### src/sv/nud_pkg.sv
`default_nettype none
package nud_pkg;

  localparam int LENGTH_BITS = 24;
  localparam int LEN_OUT_W   = 24;
  localparam logic [4:0] TYPE_MASK = 5'h1f;

  localparam logic [7:0] BYTE_ZERO  = 8'h00;
  localparam logic [7:0] BYTE_START = 8'h01;
  localparam logic [7:0] BYTE_EPB   = 8'h03;

  localparam logic KIND_PAYLOAD = 1'b0;
  localparam logic KIND_END     = 1'b1;

  typedef struct packed {
    logic [1:0]           zeros;
    logic                 byte_en;
    logic [7:0]           data;
    logic                 end_en;
    logic                 hdr;
    logic [4:0]           ntype;
    logic [1:0]           ref_idc;
    logic [LEN_OUT_W-1:0] len;
  } nud_work_t;

  typedef struct packed {
    logic                 kind;
    logic [7:0]           data;
    logic                 hdr;
    logic [4:0]           ntype;
    logic [1:0]           ref_idc;
    logic [LEN_OUT_W-1:0] len;
    logic                 last;
  } nud_result_t;

  function automatic logic [LEN_OUT_W-1:0] len_out(input logic [LENGTH_BITS-1:0] cnt);
    logic [LENGTH_BITS+LEN_OUT_W-1:0] ext;
    ext = (LENGTH_BITS + LEN_OUT_W)'(cnt);
    return ext[LEN_OUT_W-1:0];
  endfunction

endpackage
`default_nettype wire

### src/sv/h264_nal_unit_deframer.sv
// An accepted byte is registered in the work register; its results then pass
// through the single result register. Throughput: one input byte or one result
// per cycle while the output is not stalled; a byte that releases held zeros
// yields up to four results and holds input until the last is issued.
// Reset: synchronous, active low; clears the parser state and both valid flags.
`default_nettype none
module h264_nal_unit_deframer
  import nud_pkg::*;
(
  input  wire logic        clk,
  input  wire logic        rst_n,
  input  wire logic        in_tvalid,
  output logic             in_tready,
  input  wire logic [7:0]  in_tdata,   // [7:0] stream_byte
  input  wire logic        in_tlast,   // end_of_stream
  output logic             out_tvalid,
  input  wire logic        out_tready,
  output logic [39:0]      out_tdata,  // [7:0] payload_byte, [8] header_flag,
                                       // [13:9] nal_unit_type, [15:14] nal_ref_idc,
                                       // [39:16] unit_length
  output logic             out_tuser,  // kind
  output logic             out_tlast   // last
);

  nud_work_t   work;
  logic        work_valid;
  logic        work_ready;
  nud_result_t result;
  logic        accept;

  assign in_tready = work_ready;
  assign accept    = in_tvalid && work_ready;

  nud_decode u_decode (
    .clk          (clk),
    .rst_n        (rst_n),
    .stream_byte  (in_tdata),
    .end_of_stream(in_tlast),
    .accept       (accept),
    .work         (work),
    .work_valid   (work_valid)
  );

  nud_emit u_emit (
    .clk          (clk),
    .rst_n        (rst_n),
    .work         (work),
    .work_valid   (work_valid),
    .work_ready   (work_ready),
    .result       (result),
    .result_valid (out_tvalid),
    .result_ready (out_tready)
  );

  assign out_tdata = {result.len, result.ref_idc, result.ntype, result.hdr, result.data};
  assign out_tuser = result.kind;
  assign out_tlast = result.last;

endmodule
`default_nettype wire

### src/sv/nud_decode.sv
`default_nettype none
module nud_decode
  import nud_pkg::*;
(
  input  wire logic       clk,
  input  wire logic       rst_n,
  input  wire logic [7:0] stream_byte,
  input  wire logic       end_of_stream,
  input  wire logic       accept,
  output nud_work_t       work,
  output logic            work_valid
);

  logic [1:0]             pz_r, pz_nxt;
  logic                   in_unit_r, in_unit_nxt;
  logic                   exp_hdr_r, exp_hdr_nxt;
  logic [LENGTH_BITS-1:0] count_r, count_nxt;
  logic [4:0]             type_r, type_nxt;
  logic [1:0]             ref_r, ref_nxt;

  logic [2:0]             n_emit;
  logic [LENGTH_BITS:0]   count_sum;
  logic [7:0]             hdr_byte;

  always_comb begin
    pz_nxt      = pz_r;
    in_unit_nxt = in_unit_r;
    exp_hdr_nxt = exp_hdr_r;
    count_nxt   = count_r;
    type_nxt    = type_r;
    ref_nxt     = ref_r;
    work        = '0;
    work.ntype  = type_r;
    work.ref_idc = ref_r;
    work.len    = len_out(count_r);
    n_emit      = 3'd0;
    count_sum   = '0;
    hdr_byte    = BYTE_ZERO;
    if (end_of_stream) begin
      work.end_en = in_unit_r && !exp_hdr_r;
      in_unit_nxt = 1'b0;
      exp_hdr_nxt = 1'b0;
      pz_nxt      = 2'd0;
    end else if (stream_byte == BYTE_ZERO) begin
      pz_nxt = (pz_r == 2'd3) ? 2'd3 : pz_r + 2'd1;
    end else if (stream_byte == BYTE_START && pz_r >= 2'd2) begin
      work.end_en = in_unit_r && !exp_hdr_r;
      in_unit_nxt = 1'b1;
      exp_hdr_nxt = 1'b1;
      count_nxt   = '0;
      pz_nxt      = 2'd0;
    end else begin
      if (in_unit_r) begin
        work.zeros   = pz_r;
        work.byte_en = !(stream_byte == BYTE_EPB && pz_r >= 2'd2);
        work.data    = stream_byte;
        n_emit       = {1'b0, pz_r} + {2'b00, work.byte_en};
        hdr_byte     = (pz_r != 2'd0) ? BYTE_ZERO : stream_byte;
        if (exp_hdr_r) begin
          work.hdr     = 1'b1;
          type_nxt     = hdr_byte[4:0] & TYPE_MASK;
          ref_nxt      = hdr_byte[6:5];
          work.ntype   = type_nxt;
          work.ref_idc = ref_nxt;
          exp_hdr_nxt  = 1'b0;
        end
        count_sum = (LENGTH_BITS + 1)'(count_r) + (LENGTH_BITS + 1)'(n_emit);
        count_nxt = count_sum[LENGTH_BITS] ? {LENGTH_BITS{1'b1}}
                                           : count_sum[LENGTH_BITS-1:0];
      end
      pz_nxt = 2'd0;
    end
    work_valid = accept && (work.end_en || work.byte_en || work.zeros != 2'd0);
  end

  always_ff @(posedge clk) begin
    if (!rst_n) begin
      pz_r      <= 2'd0;
      in_unit_r <= 1'b0;
      exp_hdr_r <= 1'b0;
      count_r   <= '0;
      type_r    <= 5'd0;
      ref_r     <= 2'd0;
    end else if (accept) begin
      pz_r      <= pz_nxt;
      in_unit_r <= in_unit_nxt;
      exp_hdr_r <= exp_hdr_nxt;
      count_r   <= count_nxt;
      type_r    <= type_nxt;
      ref_r     <= ref_nxt;
    end
  end

endmodule
`default_nettype wire

### src/sv/nud_emit.sv
`default_nettype none
module nud_emit
  import nud_pkg::*;
(
  input  wire logic  clk,
  input  wire logic  rst_n,
  input  wire nud_work_t work,
  input  wire logic  work_valid,
  output logic       work_ready,
  output nud_result_t result,
  output logic       result_valid,
  input  wire logic  result_ready
);

  nud_work_t   work_r;
  logic        busy_r;
  nud_result_t res_r;
  logic        res_valid_r;
  nud_result_t res_nxt;
  logic        out_free;
  logic        fire;

  always_comb begin
    res_nxt         = '0;
    res_nxt.ntype   = work_r.ntype;
    res_nxt.ref_idc = work_r.ref_idc;
    if (work_r.end_en) begin
      res_nxt.kind = KIND_END;
      res_nxt.len  = work_r.len;
      res_nxt.last = 1'b1;
    end else if (work_r.zeros != 2'd0) begin
      res_nxt.kind = KIND_PAYLOAD;
      res_nxt.data = BYTE_ZERO;
      res_nxt.hdr  = work_r.hdr;
      res_nxt.last = (work_r.zeros == 2'd1) && !work_r.byte_en;
    end else begin
      res_nxt.kind = KIND_PAYLOAD;
      res_nxt.data = work_r.data;
      res_nxt.hdr  = work_r.hdr;
      res_nxt.last = 1'b1;
    end
  end

  assign out_free   = !res_valid_r || result_ready;
  assign fire       = busy_r && out_free;
  assign work_ready = !busy_r || (fire && res_nxt.last);

  always_ff @(posedge clk) begin
    if (!rst_n) begin
      busy_r <= 1'b0;
    end else if (work_valid && work_ready) begin
      busy_r <= 1'b1;
    end else if (fire && res_nxt.last) begin
      busy_r <= 1'b0;
    end
  end

  always_ff @(posedge clk) begin
    if (work_valid && work_ready) begin
      work_r <= work;
    end else if (fire) begin
      work_r.zeros <= work_r.zeros - 2'd1;
      work_r.hdr   <= 1'b0;
    end
  end

  always_ff @(posedge clk) begin
    if (!rst_n) begin
      res_valid_r <= 1'b0;
    end else if (fire) begin
      res_valid_r <= 1'b1;
    end else if (result_ready) begin
      res_valid_r <= 1'b0;
    end
  end

  always_ff @(posedge clk) begin
    if (fire) begin
      res_r <= res_nxt;
    end
  end

  assign result       = res_r;
  assign result_valid = res_valid_r;

endmodule
`default_nettype wire
### config.mk
export PLATFORM = sky130hd
export DESIGN_NAME = h264_nal_unit_deframer
export DESIGN_NICKNAME = d
export VERILOG_FILES = /design/src/sv/nud_pkg.sv /design/src/sv/h264_nal_unit_deframer.sv /design/src/sv/nud_decode.sv /design/src/sv/nud_emit.sv
export SDC_FILE = /design/constraint.sdc
export NUM_CORES = 1
export LEC_CHECK = 0
export BUFFER_PORTS_ARGS = -buffer_cell sky130_fd_sc_hd__buf_2
export CAP_MARGIN = 20
export CORE_MARGIN = 2
export CORE_UTILIZATION = 58
export DETAILED_ROUTE_END_ITERATION = 6
export PLACE_DENSITY = 0.85
export SETUP_SLACK_MARGIN = 0.1
export SYNTH_ARGS = -nofsm -noshare
export SYNTH_HDL_FRONTEND = slang
export SYNTH_SLANG_ARGS = --single-unit
### constraint.sdc
create_clock -name clk -period 3.5 [get_ports clk]
set_input_delay 0.175 -clock clk [delete_from_list [all_inputs] [get_ports clk]]
set_output_delay 0.175 -clock clk [all_outputs]
set_load 0.005 [all_outputs]
==> results of run 1 <==
-- routing by layer --
metal | track usage, % | up-vias | wire, um
met5 | 0 | - | 0
met4 | 10.4 | 0 | 210
met3 | 7.31 | 26 | 829
met2 | 41.1 | 222 | 5940
met1 | 28.3 | 1881 | 4530
li1 | - | 1851 | -
-- cells by family after synthesis --
logic type / after synthesis
AOI/OAI and AO/OA: 112
buffers and inverters: 45
DFF: 123
muxes: 7
and+or+nand+nor: 170
adders and majority gates: 5
-- power breakdown --
group | total, W | switching (W) | internal, W
Combinational | 0.0000523 | 0.0000347 | 0.0000176
Clock | 0.00177 | 0.000612 | 0.00116
Sequential | 0.00154 | 0.0000000193 | 0.00154
-- flip-flops by register name, indices dropped and copies added, names as in the netlist, 2 cells and up --
| register | cells |
|---|---|
| u_decode.type_r | 5 |
| u_emit.work_r | 37 |
| u_decode.ref_r | 2 |
| u_emit.result | 42 |
| u_decode.pz_r | 2 |
| u_decode.count_r | 24 |
| u_emit.res_nxt | 7 |
-- what timing repair did --
item,CTS,global route
hold buffers,8,0
setup endpoints to repair,0,0
endpoints found under the hold margin,8,0
-- cell type report --
type | instances | area (um^2) | area share (%)
Clock buffer | 22 | 473 | 7.37
Tap cell | 111 | 139 | 2.16
Inverter | 25 | 93.8 | 1.46
Multi-Input combinational cell | 294 | 1830 | 28.6
Sequential cell | 123 | 3320 | 51.8
Timing Repair Buffer | 71 | 413 | 6.44
Clock inverter | 10 | 140 | 2.18
-- synthesized netlist by cell type (all sizes together) (3+ instances only) --
cell type and instances:
nand4 6, o21ai 40, ha 3, mux2i 7
and3 4, inv 24, nand2 51, dfxtp 37
nor4 9, clkbuf 10, o31a 6, a211oi 9
nand3 14, o22ai 7, and2 45, or2 4
o211ai 14, nor2b 3, nor3 6, a21oi 15
o31ai 6, edfxtp 86, buf 9, nor2 17
-- stage by stage --
step | cells | total power [W] | worst slack, ps
floorplan | 462 | 0.00159 | 744
global placement | 616 | 0.00161 | 657
detailed placement | 616 | 0.00161 | 501
CTS | 656 | 0.00337 | 367
global route | 656 | 0.00343 | 175
finish | 656 | 0.00336 | 319
-- critical path: stages (launching register included) --
cell and delay (ps):
dfxtp_1 420, nand3_1 120, nor4b_1 70, fa_1 400, fa_1 450, nand3b_1 360
nor4_1 580, nand2_1 230, o31a_1 280, o211ai_1 170
-- worst paths after layout --
path              slack [ps]                           from                                 to  depth (start not counted)
setup reg to reg         320  u_decode.pz_r[1]$_SDFFE_PN0N_  u_decode.count_r[22]$_SDFFE_PN0P_                          9
setup / recovery         320  u_decode.pz_r[1]$_SDFFE_PN0N_  u_decode.count_r[22]$_SDFFE_PN0P_                          9
hold reg to reg          420   u_emit.res_nxt[25]$_DFFE_PP_        u_emit.result[25]$_DFFE_PP_                          0
hold / removal            30                    in_tdata[7]    u_emit.work_r[40]$_SDFFCE_PP0P_                          2
-- placed cells by master, fill, tap and decap left out, drive strengths merged, types with 15 or more instances in the layout --
cell type,instances
clkbuf,22
nand2,51
o21ai,40
buf,63
inv,24
nor2,17
and2,45
dfxtp,37
edfxtp,86
a21oi,15
==> results.yml, run 1 <==
clocking:
  cts_made_buffers: 17
  cts_tree: "built"
  path_clk_slew_ps: 60
  htree_levels: 4
  cts.sinks: 123
  clockBufferDepth: 2
  cts_setup_buffers: 0
  cts_root_buf: "clkbuf_8"
  clock_latency_ps: 520
  cts_resized: 0
synth:
  ys.flop_type: "edfxtp_1"
  synthCells: 462
  async_flop_share_pct: 0
  syn_nets: 480
  syn_avg_cell_area_um2: 11.6
  synth.distinct_cells: 58
  netlist.area_leader.share_pct: 48.2
  synth_area_um2: 5360
  synth-xor-area-share_pct: 0
  ys_seq_elements: 123
  synth_fa_ha_area_share_pct: 1.45
  synth_mux_area_share_pct: 1.31
  synthSimpleGateAreaFrac_pct: 16.9
  synth-edff-count: 86
  synth_compound_area_share_pct: 14.4
  synth_top_family_by_area: "simple AND/OR/NAND/NOR gates"
  ys_seq_area_share_pct: 62.0
  yosys_warnings: 0
  yosysTopAreaCell: "edfxtp_1"
  synthTopCellsByArea: "edfxtp_1 (48%), dfxtp_1 (14%), and2_1 (5.1%), nand2_1 (3.5%), o21ai_0 (3.5%)"
critical_path:
  cp-start-kind: "flop"
  endpoint_kind: "flop"
  critPathKind: "reg2reg"
  worst_ep_arrival_time_ps: 3620
  cp.required_ps: 3940
  crit_fanout: 12
drt:
  drc_errors: 0
  via_per_inst: 6.07
  wire_per_inst_um: 17.6
  drtIter0Drc: 374
  drtAntennaViolNets: 0
  drt_wl_total_mm: 11.5
  firstDrtPassIters: 6
  vias: 3980
power:
  power.leakage_nw: 2.30
  powerDensity_nw_per_um2: 524
  vdd_drop_max_v: 0.000272
global_routing:
  grt_max_degree: 44
  gr-total-overflow: 0
  antenna_found_initial: 0
  grt_use_total_pct: 24.1
  grt_pass1_wl_mm: 18.5
  grt_pass1_vias: 3876
placement:
  gp_congestion: 0.868
  portBuffers: 56
  dp_hpwl_mm: 7.37
  place_area_um2: 5720
final_layout:
  antenna_cells: 0
  final_area_um2: 6420
  nFillCells: 596
  fin_util_pct: 70.4
  areaGrowthSynthToFinish_pct: 19.7
  drive_gt1_share_pct: 20.6
  nets: 550
sta:
  hold_violations: 0
  final-setup-viol-count: 0
  maxSlewHeadroom_pct: 31.7
  drv_slew: 0
  fin_crit_sh_pct: 90.9
  period_needed_ps: 3180
  rsz0062_at_grt: "no"
  tightest_slew_ps: 1020
  holdWs_ps: 26.5
  skew_ps: 7.56
  fin_tns_setup_ps: 0
  clock.fmax_ghz: 0.314
floorplanning:
  pin_count: 57
  rows: 35
  die-area_um2: 10000
  die_h_um: 100
  die_w_um: 100
  core_um2: 9110
  initial_utilization_pct: 58.9
outcome:
  status: "completed"
run:
  maxCapViolations: 0
hold_path:
  hp-class: "in2reg"
Note: power is estimated with default switching activity, not from simulation.
==> run 2: changes to the inputs <==
- CAP_MARGIN: 20 -> not set
- CORE_UTILIZATION: 58 -> 60
- PLACE_DENSITY: 0.85 -> 0.87
- clock period: 3.5 -> 3.8 ns (I/O delays scaled with it)
==> results.yml, run 2 (synthesis gave the netlist of run 1 again) <==
floorplanning:
  die_w_um: 98.5
  core_um2: 8680
  rows: 34
  pin_count: 57
  initial_utilization_pct: 61.8
  die_h_um: 98.5
  die-area_um2: 9710
clocking:
  clockBufferDepth: 2
  htree_levels: 4
  path_clk_slew_ps: 60
  cts_tree: "built"
  cts_resized: 0
  cts_setup_buffers: 0
  cts_made_buffers: 17
  cts_root_buf: "clkbuf_8"
  clock_latency_ps: 510
  cts.sinks: 123
sta:
  hold_violations: 0
  maxSlewHeadroom_pct: 32.2
  fin_tns_setup_ps: 0
  skew_ps: 7.35
  fin_crit_sh_pct: 82.9
  clock.fmax_ghz: 0.317
  period_needed_ps: 3150
  tightest_slew_ps: 1010
  final-setup-viol-count: 0
  drv_slew: 0
  rsz0062_at_grt: "no"
final_layout:
  antenna_cells: 0
  layout_common_cells: "edfxtp_1 (86), buf_2 (56), nand2_1 (50), and2_1 (42)"
  areaGrowthSynthToFinish_pct: 18.0
  stdcell_count: 647
  nets: 544
  drive_gt1_share_pct: 20.6
  final_common_cell: "edfxtp_1"
  largest_register_ffs: 42
placement:
  portBuffers: 56
  dp_hpwl_mm: 7.53
  gp_congestion: 0.898
  place_inst: 613
global_routing:
  antenna_found_initial: 0
  grt_use_total_pct: 25.7
  gr-total-overflow: 0
  grt_pass1_wl_mm: 19.5
  grt_use_met3_pct: 6.81
  grt_max_degree: 44
  use_met1_pct: 31.4
  grt.met2_usage_pct: 41.7
  gr-max-usage-layer: "met2"
  grt_pass1_vias: 3987
outcome:
  status: "completed"
critical_path:
  critPathKind: "reg2reg"
  worst_ep_arrival_time_ps: 3580
  cp-start-kind: "flop"
  slowest_stage: "fa_1"
  slowest_delay_ps: 440
  cp.required_ps: 4230
  worst_path_most_repeated_cell: "fa_1"
  crit_fanout: 12
  path_cells: "nand3_1 > nor4b_1 > fa_1 > fa_1 > nand3b_1 > nor3_1 > nand2_1 > o41a_2 > a211oi_2"
  endpoint_kind: "flop"
drt:
  via_per_inst: 6.34
  drtIter0Drc: 498
  wire_per_inst_um: 18.6
  vias: 4104
  drtAntennaViolNets: 0
  drt_wl_total_mm: 12.0
  firstDrtPassIters: 7
  drc_errors: 0
power:
  powerDensity_nw_per_um2: 481
  total_power_w: 0.00304
  vdd_drop_max_v: 0.000266
  power.leakage_nw: 2.25
run:
  maxCapViolations: 0
hold_path:
  hp-class: "in2reg"
==> run 2: through the flow <==
| stage | setup WS, ps | utilization [%] | cell area, um^2 | hold slack, ps |
|---|---|---|---|---|
| after floorplan | 1040 | - | 5360 | 330 |
| after global placement | 932 | 65.9 | 5720 | 401 |
| after detailed placement | 783 | 65.9 | 5720 | 405 |
| after CTS | 776 | 72.9 | 6330 | 4.44 |
| after global routing | 540 | 72.9 | 6330 | 9.20 |
| final | 650 | 72.9 | 6330 | 18.8 |
==> run 2: critical path, delay by kind of cell (launching register included) <==
kind	cells	cell delay (ps)
flops	1	420
compound gates	2	600
fa+ha+maj	2	850
simple gates	5	1200
==> run 2: cell type report <==
class | count | area (um^2)
Multi-Input combinational cell | 294 | 1830
Sequential cell | 123 | 3320
Clock inverter | 14 | 170
Fill cell | 499 | 2350
Tap cell | 108 | 135
Inverter | 25 | 93.8
Timing Repair Buffer | 65 | 353
Clock buffer | 18 | 418
==> run 2: routing by layer <==
layer	vias up	routed length, um
met3	61	976
met4	0	600
met2	269	5930
met1	1936	4500
li1	1838	-
met5	-	0
==> run 2: path summary, 6_finish.rpt <==
path	startpoint	endpoint	slack, ps	depth (start not counted)
max	u_decode.pz_r[1]$_SDFFE_PN0N_	u_decode.count_r[16]$_SDFFE_PN0P_	650	9
min	in_tvalid	u_emit.busy_r$_SDFFE_PN0P_	20	3
max reg2reg	u_decode.pz_r[1]$_SDFFE_PN0N_	u_decode.count_r[16]$_SDFFE_PN0P_	650	9
min reg2reg	u_emit.res_nxt[25]$_DFFE_PP_	u_emit.result[25]$_DFFE_PP_	420	0
==> run 2: power by group <==
part	switching [W]	internal, W	total, W
Combinational	0.0000328	0.0000122	0.0000450
Sequential	0.0000000186	0.00142	0.00142
Clock	0.000581	0.000999	0.00158
==> run 2: timing repair <==
| item | 4_1_cts | 5_1_grt |
|---|---|---|
| endpoints found under the setup margin | 0 | 0 |
| hold buffers | 2 | 0 |
| endpoints found under the hold margin | 2 | 0 |
